## src/design/ibm_queue.sv

```systemverilog
// ----------------------------------------------------------------------------
// ibm_queue
// Small FIFO between the classifying front and the executing back.
// ----------------------------------------------------------------------------
module ibm_queue #(
   parameter int WIDTH = 8,
   parameter int DEPTH = 2
) (
   input  logic             clock,
   input  logic             reset,
   input  logic             in_valid,
   output logic             in_ready,
   input  logic [WIDTH-1:0] in_data,
   output logic             out_valid,
   output logic [WIDTH-1:0] out_data,
   input  logic             out_pop
);

   localparam int PTR_W = $clog2(DEPTH);
   localparam int CNT_W = $clog2(DEPTH + 1);

   logic [WIDTH-1:0] entry_ff [DEPTH];
   logic [PTR_W-1:0] wr_ptr_ff, wr_ptr_in;
   logic [PTR_W-1:0] rd_ptr_ff, rd_ptr_in;
   logic [CNT_W-1:0] count_ff, count_in;
   logic             push;

   assign in_ready  = (count_ff != CNT_W'(DEPTH));
   assign push      = in_valid && in_ready;
   assign out_valid = (count_ff != '0);
   assign out_data  = entry_ff[rd_ptr_ff];

   always_comb begin
      wr_ptr_in = wr_ptr_ff;
      rd_ptr_in = rd_ptr_ff;
      count_in  = count_ff;
      if (push) begin
         wr_ptr_in = (wr_ptr_ff == PTR_W'(DEPTH - 1)) ? '0 : wr_ptr_ff + PTR_W'(1);
      end
      if (out_pop) begin
         rd_ptr_in = (rd_ptr_ff == PTR_W'(DEPTH - 1)) ? '0 : rd_ptr_ff + PTR_W'(1);
      end
      if (push && !out_pop) begin
         count_in = count_ff + CNT_W'(1);
      end else if (!push && out_pop) begin
         count_in = count_ff - CNT_W'(1);
      end
   end

   always_ff @(posedge clock) begin
      if (reset) begin
         wr_ptr_ff <= '0;
         rd_ptr_ff <= '0;
         count_ff  <= '0;
      end else begin
         wr_ptr_ff <= wr_ptr_in;
         rd_ptr_ff <= rd_ptr_in;
         count_ff  <= count_in;
      end
   end

   always_ff @(posedge clock) begin
      if (push) begin
         entry_ff[wr_ptr_ff] <= in_data;
      end
   end

endmodule

```

## config.mk

```make
export PLATFORM = sky130hd
export DESIGN_NAME = ibm_queue
export DESIGN_NICKNAME = d
export VERILOG_FILES = /design/src/design/ibm_queue.sv
export SDC_FILE = /design/constraint.sdc
export NUM_CORES = 1
export LEC_CHECK = 0
export CAP_MARGIN = 20
export CORE_MARGIN = 8
export CORE_UTILIZATION = 50
export DETAILED_ROUTE_END_ITERATION = 6
export DONT_BUFFER_PORTS = 1
export SLEW_MARGIN = 10
export SYNTH_ARGS = -nofsm -noshare
export SYNTH_HDL_FRONTEND = slang
export SYNTH_SLANG_ARGS = --single-unit
```

## constraint.sdc

```tcl
create_clock -name clock -period 1.8 [get_ports clock]
set_input_delay 0.36 -clock clock [delete_from_list [all_inputs] [get_ports clock]]
set_output_delay 0.36 -clock clock [all_outputs]
set_load 0.005 [all_outputs]
```

==> flow_metrics.py <==
metrics = {
    "clock_tree": {
        "insertion_delay_ns": 0.29,
        "cts_resized": 0,
        "numCtsBuffers": 3,
        "cts_tree": "built",
        "clk_pin_slew_ns": 0.10,
        "hold_buffers": 0,
        "htree_levels": 1,
        "clockBufferDepth": 2,
        "cts.sinks": 21,
        "postCtsSetupRepairBufs": 0,
        "root_buffer": "clkbuf_4",
    },
    "final_layout": {
        "antenna_cells": 0,
        "layoutNonFillerInstCount": 68,
        "layout-drive-gt1-share_pct": 5.77,
        "layout.nets": 66,
        "syn_to_final_growth_pct": 5.18,
        "final_area_sq_um": 838,
    },
    "route": {
        "first_iter_violations": 12,
        "vias": 368,
        "via_per_inst": 5.41,
        "firstDrtPassIters": 4,
        "drtAntennaViolNets": 0,
        "drc": 0,
        "wirelength_mm": 1.23,
        "wl_per_cell_um": 18.1,
    },
    "global_route": {
        "grt_pass1_vias": 379,
        "grt_start_max_net_pins": 12,
        "grt_first_pass_wirelength_mm": 1.85,
        "antenna_found_initial": 0,
        "overflow": 0,
        "grtUsageTotal_pct": 7.57,
    },
    "critical_path": {
        "reg2reg_to": "count_ff[1]$_SDFFE_PP0P_",
        "crit_path_end_kind": "flip-flop",
        "cp.arrival_ns": 1.90,
        "crit_required_ns": 2.02,
        "rrSetupSlack_ns": 0.12,
        "worst-r2r-cell-count": 5,
        "crit_type": "flip-flop to flip-flop",
        "critPathLaunchType": "flip-flop",
        "path_max_fanout": 5,
        "r2r_start": "count_ff[0]$_SDFFE_PP0P_",
    },
    "placed_design": {
        "pre_cts_slack_ns": 0.136,
        "post-dp-hpwl_um": 945,
        "dp_cells": 64,
        "placed_cell_area_sq_um": 812,
        "gp_congestion": 0.722,
        "port_buffers": 0,
    },
    "logic_synthesis": {
        "syn_area_per_cell_sq_um": 16.3,
        "syn_inst": 49,
        "synth_edf_count": 16,
        "synth_async_sr_flop_share_pct": 0,
        "syn-cell-area_sq_um": 797,
        "synth_most_common_cell": "edfxtp_1",
        "synth_top_area_share_pct": 60.3,
        "yosys_warnings": 0,
        "yosys.area.top_type": "edfxtp_1",
        "synth_commonest_cells": "edfxtp_1 (16), mux2_1 (8), dfxtp_1 (5), nor2_1 (3)",
        "synthTopCellsByArea": "edfxtp_1 (60%), dfxtp_1 (13%), mux2_1 (11%)",
        "synthFlopType": "edfxtp_1",
        "ys_types": 18,
        "ys_ff_latch": 21,
        "syn_nets": 62,
        "yosysSeqAreaShare_pct": 72.8,
    },
    "sta": {
        "fin_worst_skew_ns": 0.00473,
        "finalCritPeriodShare_pct": 93.4,
        "slew_violations": 0,
        "final.setup.tns_ns": 0,
        "tightest_slew_ns": 0.386,
        "rsz0062_at_grt": "false",
        "worst_slack_ns": 0.118,
        "hold_viol": 0,
        "fmax_mhz": 595,
        "setup_violations": 0,
        "relSlewSlack_pct": 74.3,
        "min_period_ns": 1.68,
    },
    "power": {
        "pwr_density_cell_nw_per_um2": 1130,
        "irDropWorstVdd_mv": 0.594,
        "p_leak_uw": 0.000303,
    },
    "floorplan": {
        "start_util_pct": 52.9,
        "fp.dieW_um": 55.9,
        "die_height_um": 55.9,
        "std_cell_rows": 14,
        "io_pins": 22,
        "die_area_sq_um": 3130,
        "core-area_sq_um": 1510,
    },
    "worst_hold_path": {
        "worstHoldStart": "reset",
        "hold_path.class": "input port to flip-flop",
        "hold_path_depth": 1,
    },
    "outcome": {
        "outcome": "completed",
    },
    "job": {
        "cap_violations": 0,
    },
}
## report_power, final
| group | internal, uW | switching [uW] | leakage, uW | total, uW |
|---|---|---|---|---|
| sequential | 582 | 28.2 | 0.000191 | 610 |
| clock | 86.0 | 120 | 0.0000150 | 206 |
| combinational | 54.0 | 73.0 | 0.0000973 | 127 |
| total | 722 | 222 | 0.000303 | 944 |
## how the worst max path moves through the flow
stage | slack (ns) | start | cells past startpoint | endpoint
after global routing | 0.04 | count_ff[0]$_SDFFE_PP0P_ | 5 | count_ff[1]$_SDFFE_PP0P_
after global placement | 0.23 | count_ff[0]$_SDFFE_PP0P_ | 5 | count_ff[1]$_SDFFE_PP0P_
after CTS | 0.11 | count_ff[0]$_SDFFE_PP0P_ | 5 | count_ff[1]$_SDFFE_PP0P_
final | 0.12 | count_ff[0]$_SDFFE_PP0P_ | 5 | count_ff[1]$_SDFFE_PP0P_
after detailed placement | 0.14 | count_ff[0]$_SDFFE_PP0P_ | 5 | count_ff[1]$_SDFFE_PP0P_
after floorplan | 0.26 | count_ff[0]$_SDFFE_PP0P_ | 5 | count_ff[1]$_SDFFE_PP0P_
## flip-flops by register name (all words and copies together) (netlist names), named ones only
signal / cells
entry_ff: 16
count_ff: 2
rd_ptr_ff: 1
wr_ptr_ff: 1
## worst max-delay path, cell delays in order, from the launching register on
cell,delay [ns]
dfxtp_1,0.35
nand2b_1,0.23
and2_1,0.20
ha_1,0.31
or3_1,0.37
a21oi_1,0.15
## kinds of logic after synthesis
logic type / synth area share, %
AOI/OAI and AO/OA: 3.14
muxes: 11.3
buffers and inverters: 1.57
DFF: 72.8
xor gates and xnor gates: 3.30
and+or+nand+nor: 6.28
adders and majority gates: 1.57
## placed cells by master (no fill, tap or decap), drive strengths merged
cell / netlist / layout
or3: 1 / 1
nand3b: 1 / 1
a21oi: 2 / 2
mux2: 8 / 8
inv: 2 / 2
xor2: 2 / 2
xnor2: 1 / 1
and2: 1 / 1
nor2: 3 / 3
dfxtp: 5 / 5
or2: 1 / 1
o21ai: 1 / 1
ha: 1 / 1
clkbuf: 0 / 4
edfxtp: 16 / 16
nand2b: 1 / 1
and3: 1 / 1
a21bo: 1 / 1
## routing by layer
| layer | wire [um] | vias to the layer above | track usage, % | share of wire (%) |
|---|---|---|---|---|
| met5 | 0 | - | 0 | 0 |
| met4 | 0 | 0 | 2.06 | 0 |
| met3 | 127 | 0 | 5.48 | 10 |
| met2 | 587 | 16 | 11.5 | 48 |
| met1 | 513 | 167 | 8.20 | 42 |
| li1 | - | 185 | - | - |
## layout make-up
type	instances	area [sq um]
clock buffers	4	26.3
multi-input cells	25	204
fillers	120	668
flip-flops and latches	21	581
inverters	2	7.51
well taps	16	20.0
## stage by stage
step	hold WS [ns]	power, uW	util (%)
2_1_floorplan	0.429	717	-
3_3_place_gp	0.430	736	53.9
3_5_place_dp	0.437	751	53.9
4_1_cts	0.116	958	55.6
5_1_grt	0.106	989	55.6
6_report	0.129	944	55.6
Note: power is estimated with default switching activity, not from simulation.
