[config.mk]
export PLATFORM = sky130hd
export DESIGN_NAME = ibm_front
export DESIGN_NICKNAME = d
export VERILOG_FILES = /design/src/design/ibm_pkg.sv /design/src/design/ibm_front.sv
export SDC_FILE = /design/constraint.sdc
export NUM_CORES = 1
export LEC_CHECK = 0
export BUFFER_PORTS_ARGS = -buffer_cell sky130_fd_sc_hd__buf_2
export CORE_AREA = 2 2 108 110
export CTS_BUF_LIST = sky130_fd_sc_hd__clkbuf_8 sky130_fd_sc_hd__clkbuf_16
export DETAILED_ROUTE_END_ITERATION = 10
export DIE_AREA = 0 0 110 112
export GPL_ROUTABILITY_DRIVEN = 0
export PLACE_DENSITY = 0.49
export SLEW_MARGIN = 20
export SYNTH_ARGS = -nofsm -noshare
export SYNTH_HDL_FRONTEND = slang
export SYNTH_SLANG_ARGS = --single-unit
[constraint.sdc]
create_clock -name clock -period 7.3 [get_ports clock]
set_clock_uncertainty 0.1 [all_clocks]
set_input_delay 0.73 -clock clock [delete_from_list [all_inputs] [get_ports clock]]
set_output_delay 0.73 -clock clock [all_outputs]
set_load 0.02 [all_outputs]
[src/design/ibm_pkg.sv]
// ----------------------------------------------------------------------------
// ibm_pkg
// Shared types and codes for the inode block map unit.
// ----------------------------------------------------------------------------
package ibm_pkg;

   localparam int LIDX_W   = 13;   // logical index width
   localparam int COUNT_W  = 13;   // reported entry count width
   localparam int SPARES_W = 2;

   localparam logic [SPARES_W-1:0] SPARES_NONE = 2'd0;
   localparam logic [SPARES_W-1:0] SPARES_ONE  = 2'd1;
   localparam logic [SPARES_W-1:0] SPARES_TWO  = 2'd2;
   localparam logic [SPARES_W-1:0] SPARES_ALL  = 2'd3;

   typedef enum logic {
      OP_LOOKUP = 1'b0,
      OP_APPEND = 1'b1
   } op_type;

   typedef enum logic [1:0] {
      REGION_DIRECT = 2'd0,
      REGION_SINGLE = 2'd1,
      REGION_DOUBLE = 2'd2
   } region_type;

   typedef enum logic [1:0] {
      STATUS_OK     = 2'd0,
      STATUS_RANGE  = 2'd1,
      STATUS_FULL   = 2'd2,
      STATUS_SPARES = 2'd3
   } status_type;

   typedef enum logic [2:0] {
      ST_IDLE      = 3'd0,
      ST_APP_ISSUE = 3'd1,
      ST_APP_WAIT  = 3'd2,
      ST_LOOK_PTR  = 3'd3,
      ST_LOOK_DATA = 3'd4
   } state_type;

   // Classified request control, front to back
   typedef struct packed {
      op_type                op;
      region_type            region;
      logic [SPARES_W-1:0]   offered;   // saturated to two
      logic [LIDX_W-1:0]     lidx;
   } ctl_type;

endpackage

[src/design/ibm_front.sv]
// ----------------------------------------------------------------------------
// ibm_front
// Accepts requests, classifies the lookup region and splits a
// double-indirect index into index-block slot and offset.
// ----------------------------------------------------------------------------
module ibm_front #(
   parameter int DIRECT_SLOTS  = 12,
   parameter int IDS_PER_BLOCK = 64,
   parameter int BLOCK_ID_BITS = 10
) (
   input  logic                             clock,
   input  logic                             reset,
   input  logic                             req_valid,
   output logic                             req_ready,
   input  logic                             req_operation,
   input  logic [ibm_pkg::LIDX_W-1:0]       req_logical_index,
   input  logic [BLOCK_ID_BITS-1:0]         req_new_block,
   input  logic [BLOCK_ID_BITS-1:0]         req_spare_first,
   input  logic [BLOCK_ID_BITS-1:0]         req_spare_second,
   input  logic [ibm_pkg::SPARES_W-1:0]     req_spares_offered,
   output logic                             out_valid,
   input  logic                             out_ready,
   output ibm_pkg::ctl_type                 out_ctl,
   output logic [BLOCK_ID_BITS-1:0]         out_new_block,
   output logic [BLOCK_ID_BITS-1:0]         out_spare_first,
   output logic [BLOCK_ID_BITS-1:0]         out_spare_second,
   output logic [$clog2(IDS_PER_BLOCK)-1:0] out_outer,
   output logic [$clog2(IDS_PER_BLOCK)-1:0] out_inner
);

   localparam int N     = ibm_pkg::LIDX_W;
   localparam int OW    = $clog2(IDS_PER_BLOCK);
   localparam int SHIFT = N + OW;
   localparam int RW    = N + 1;
   localparam int PW    = N + RW;
   // floor reciprocal: estimate is exact or one short for any N-bit dividend
   localparam int RECIP = (1 << SHIFT) / IDS_PER_BLOCK;

   logic                     a_valid_ff, a_valid_in;
   ibm_pkg::ctl_type         a_ctl_ff, a_ctl_in;
   logic [BLOCK_ID_BITS-1:0] a_new_ff, a_s1_ff, a_s2_ff;
   logic [N-1:0]             a_n_ff, a_n_in;
   logic [N-1:0]             a_qest_ff, a_qest_in;
   logic                     a_load;

   logic [31:0]              lidx32;
   logic [N-1:0]             n_single, n_double;
   logic [PW-1:0]            recip_prod;
   logic [N-1:0]             qp, rem, q_fix, r_fix;
   logic                     fix;

   assign req_ready = !a_valid_ff || out_ready;
   assign a_load    = req_valid && req_ready;

   assign lidx32   = 32'(req_logical_index);
   assign n_single = req_logical_index - N'(DIRECT_SLOTS);
   assign n_double = req_logical_index - N'(DIRECT_SLOTS + IDS_PER_BLOCK);
   assign recip_prod = PW'(n_double) * PW'(RECIP);

   always_comb begin
      a_ctl_in.op      = ibm_pkg::op_type'(req_operation);
      a_ctl_in.offered = (req_spares_offered == ibm_pkg::SPARES_ALL) ?
                         ibm_pkg::SPARES_TWO : req_spares_offered;
      a_ctl_in.lidx    = req_logical_index;
      if (lidx32 < 32'(DIRECT_SLOTS)) begin
         a_ctl_in.region = ibm_pkg::REGION_DIRECT;
      end else if (lidx32 < 32'(DIRECT_SLOTS + IDS_PER_BLOCK)) begin
         a_ctl_in.region = ibm_pkg::REGION_SINGLE;
      end else begin
         a_ctl_in.region = ibm_pkg::REGION_DOUBLE;
      end
      a_n_in    = (a_ctl_in.region == ibm_pkg::REGION_SINGLE) ? n_single : n_double;
      a_qest_in = N'(recip_prod >> SHIFT);
      a_valid_in = a_load ? 1'b1 : (out_ready ? 1'b0 : a_valid_ff);
   end

   always_ff @(posedge clock) begin
      if (reset) begin
         a_valid_ff <= 1'b0;
      end else begin
         a_valid_ff <= a_valid_in;
      end
   end

   always_ff @(posedge clock) begin
      if (a_load) begin
         a_ctl_ff  <= a_ctl_in;
         a_new_ff  <= req_new_block;
         a_s1_ff   <= req_spare_first;
         a_s2_ff   <= req_spare_second;
         a_n_ff    <= a_n_in;
         a_qest_ff <= a_qest_in;
      end
   end

   // remainder and one-step correction of the quotient estimate
   assign qp    = a_qest_ff * N'(IDS_PER_BLOCK);
   assign rem   = a_n_ff - qp;
   assign fix   = rem >= N'(IDS_PER_BLOCK);
   assign q_fix = fix ? a_qest_ff + N'(1) : a_qest_ff;
   assign r_fix = fix ? rem - N'(IDS_PER_BLOCK) : rem;

   assign out_valid        = a_valid_ff;
   assign out_ctl          = a_ctl_ff;
   assign out_new_block    = a_new_ff;
   assign out_spare_first  = a_s1_ff;
   assign out_spare_second = a_s2_ff;
   assign out_outer        = OW'(q_fix);
   assign out_inner        = (a_ctl_ff.region == ibm_pkg::REGION_SINGLE) ?
                             OW'(a_n_ff) : OW'(r_fix);

endmodule

==> results by group <==
Run status
  – Status: complete, no violations

Worst setup path
  – CP max stage delay: 430 ps
  – CP Class: flip-flop to output port
  – Buffers and inverters on the worst path: 2
  – Setup crit start kind: flip-flop
  – R2r startpoint: out_valid$_SDFFE_PP0P_
  – Worst R2R Path Depth: 3
  – Crit Reg-Reg Endpoint: out_spare_second[0]$_DFFE_PP_
  – Critical Path Fanout Max: 5
  – CP cell instances: ha_1, inv_1, fa_1, a211o_1, a31oi_1, mux2i_1, o32ai_1, nand2_1, mux2_2, buf_2
  – Delay-heaviest family, CP: compound AO/OA/AOI/OAI gates
  – Setup crit end kind: output port
  – Arr. time, crit path: 2950 ps
  – Reg-to-reg slack, setup: 5290 ps
  – CP max stage cell: edfxtp_1
  – WP data required: 6470 ps

Logic synthesis
  – Top cell type's share of synthesized area: 70.15%
  – Count leader, synth: edfxtp_1
  – Largest cells by area after synthesis: edfxtp_1 (70%), ha_1 (3.5%), xor2_1 (2.8%)
  – Syn_nets: 240
  – Synthesized flop and latch total: 67
  – Ys flop type: edfxtp_1
  – Seq/Total Area, Yosys: 70.86%
  – Synth area leader: edfxtp_1
  – Number of synthesized flops with an enable pin: 66
  – Netlist Area Pre-Place: 2825 sq um
  – Post-synthesis async set-or-reset flop share: 0%
  – Synth cell count leaders: edfxtp_1 (66), inv_1 (12), xor2_1 (9)
  – Synth cell types: 42
  – Average size of a mapped cell: 15.61 sq um
  – Warnings from Yosys: 0
  – Post-synthesis instance total: 181

Floorplanning
  – Row count: 39
  – Die area: 12320 sq um
  – Starting density of the core: 25.28%
  – Die Y: 112 microns
  – Die width: 110 microns
  – Core area: 11170 sq um
  – I/O pins: 112

Clock tree
  – Post-cts resize count: 0
  – CTS tree: yes
  – Clock latency on the worst-skew pair: 320 ps
  – Hold buffers post-CTS: 0
  – Clock Tree Root: clkbuf_16
  – Post-CTS Setup Bufs: 0
  – Total CTS buffers: 9
  – Clk buf depth: 2
  – Clk sinks: 67
  – Clock Pin Slew Worst Setup and Hold Paths: 50 ps
  – H-tree depth: 3

Detailed routing
  – Via count: 1819
  – Routed wire length: 5803 microns
  – Wire per inst: 13.19 microns
  – DR pass1 iterations: 4
  – Post-route ant nets: 0
  – Drt via density: 4.134
  – DRC viols: 0
  – DRT iter0 DRCs: 81

Final layout
  – Nets: 352
  – Fillers: 1095
  – N_diodes: 0
  – Final instance area: 3765 sq um
  – Fin util: 33.69%
  – Area grow syn2layout: 33.26%
  – Fraction of layout cells with a size suffix above 1: 45.12%
  – Post-Layout Cell Count: 440

Placed design
  – Placed wire-length estimate: 4509 microns
  – IO buf count: 111
  – Placed cells: 425
  – Placed Instance Area: 3482 sq um
  – Pre-CTS setup slack: 3875 ps

STA
  – Worst-margin pin slew: 704.7 ps
  – Slew Limit Fails: 0
  – Setup-failing EPs final: 0
  – Final Hold Fails: 0
  – Final Critical Period: 3775 ps
  – Peak Freq: 264.9 MHz
  – Post-route setup TNS: 0 ps
  – Slew HR: 53.02%
  – Period utilisation layout: 51.71%
  – Worst hold slack: 411.0 ps
  – Final worst setup slack: 3525 ps
  – RSZ-0062 raised after global routing: false

Min path
  – Hold Crit Endpoint: out_valid$_SDFFE_PP0P_
  – Hold/Removal Path Class: flip-flop to flip-flop
  – Worst hold path depth: 2
  – Critical hold path startpoint: out_valid$_SDFFE_PP0P_

Power
  – Max VDD drop: 161.7 uV
  – Leak pwr: 1.540 nW
  – Power Density: 264.2 nW/um^2
  – Power Total: 994.8 uW

GRT
  – Remaining global-route overflow: 0
  – GRT Total Usage: 10.47%
  – Largest net degree at the start of global routing: 37
  – Initial antenna violation count: 0
  – Number of global-route vias before repair: 1874
  – First-pass GRT wire length: 9377 microns

Job
  – Max-Cap Viols: 0
==> how the worst max path moves through the flow <==
stage                                 startpoint      endpoint  slack [ps]  depth (start not counted)
after floorplan           a_qest_ff[0]$_DFFE_PP_  out_outer[2]        4070                          9
after global placement    a_qest_ff[0]$_DFFE_PP_  out_outer[1]        3940                         10
after detailed placement  a_qest_ff[0]$_DFFE_PP_  out_outer[1]        3880                         10
after CTS                 a_qest_ff[0]$_DFFE_PP_  out_outer[1]        3490                         10
after global routing      a_qest_ff[0]$_DFFE_PP_  out_outer[1]        3270                         10
final                     a_qest_ff[0]$_DFFE_PP_  out_outer[1]        3520                         10
==> registers in the layout, indices dropped and copies added (netlist names) <==
register          cells
out_ctl              18
a_n_ff               11
out_new_block        10
out_spare_first      10
out_spare_second     10
a_qest_ff             7
out_valid             1
==> cell families after synthesis <==
| family | share of synthesized area, % |
|---|---|
| simple gates | 7.219 |
| xor+xnor | 5.270 |
| flops | 70.86 |
| buf+inv | 4.650 |
| compound gates | 6.289 |
| fa+ha+maj | 4.606 |
| mux | 1.107 |
==> power by group <==
| part | leakage, nW | internal, mW | switching (mW) |
|---|---|---|---|
| clock | 0.142 | 0.259 | 0.145 |
| sequential | 0.646 | 0.453 | 0.00796 |
| combinational | 0.752 | 0.0481 | 0.0812 |
| total | 1.54 | 0.760 | 0.234 |
==> cells in the final DEF (no fill, tap or decap), types with 2 or more instances in the layout <==
| cell | n |
|---|---|
| xor2_1 | 9 |
| xnor2_1 | 8 |
| nor2_1 | 7 |
| o22ai_1 | 2 |
| and2_1 | 2 |
| inv_1 | 12 |
| nand2b_1 | 5 |
| o21ai_0 | 2 |
| buf_2 | 111 |
| clkbuf_16 | 9 |
| ha_1 | 8 |
| a211o_1 | 2 |
| nand2_1 | 4 |
| edfxtp_1 | 66 |
| or3_1 | 2 |
| clkinv_2 | 3 |
| a211oi_1 | 2 |
| nand3_1 | 2 |
| nor3_1 | 4 |
| mux2i_1 | 2 |
| or2_2 | 2 |
| a21oi_1 | 8 |
==> routing by layer <==
layer  up-vias  part of all wire (%)  GRT usage, %
met5         -                     0             0
met4         0                   2.2         5.823
met3         9                    13         6.557
met2        93                    44         14.52
met1       829                    41         12.26
li1        888                     -             -
==> tightest hold or removal path: cells and delay by family (launching register included) <==
family	cells	cell delay, ps
flops	1	310
simple gates	1	90
compound gates	1	70
==> final cells by class <==
class	instances	area (sq um)	area share, %
timing repair buffer	112	563.0	14.96
clock inverter	6	57.56	1.529
clock buffer	9	225.2	5.982
tap	143	178.9	4.752
multi-input combinational	91	693.2	18.41
sequential	67	2002	53.17
inverter	12	45.04	1.196
No activity file was read; power rests on OpenSTA's default activity.
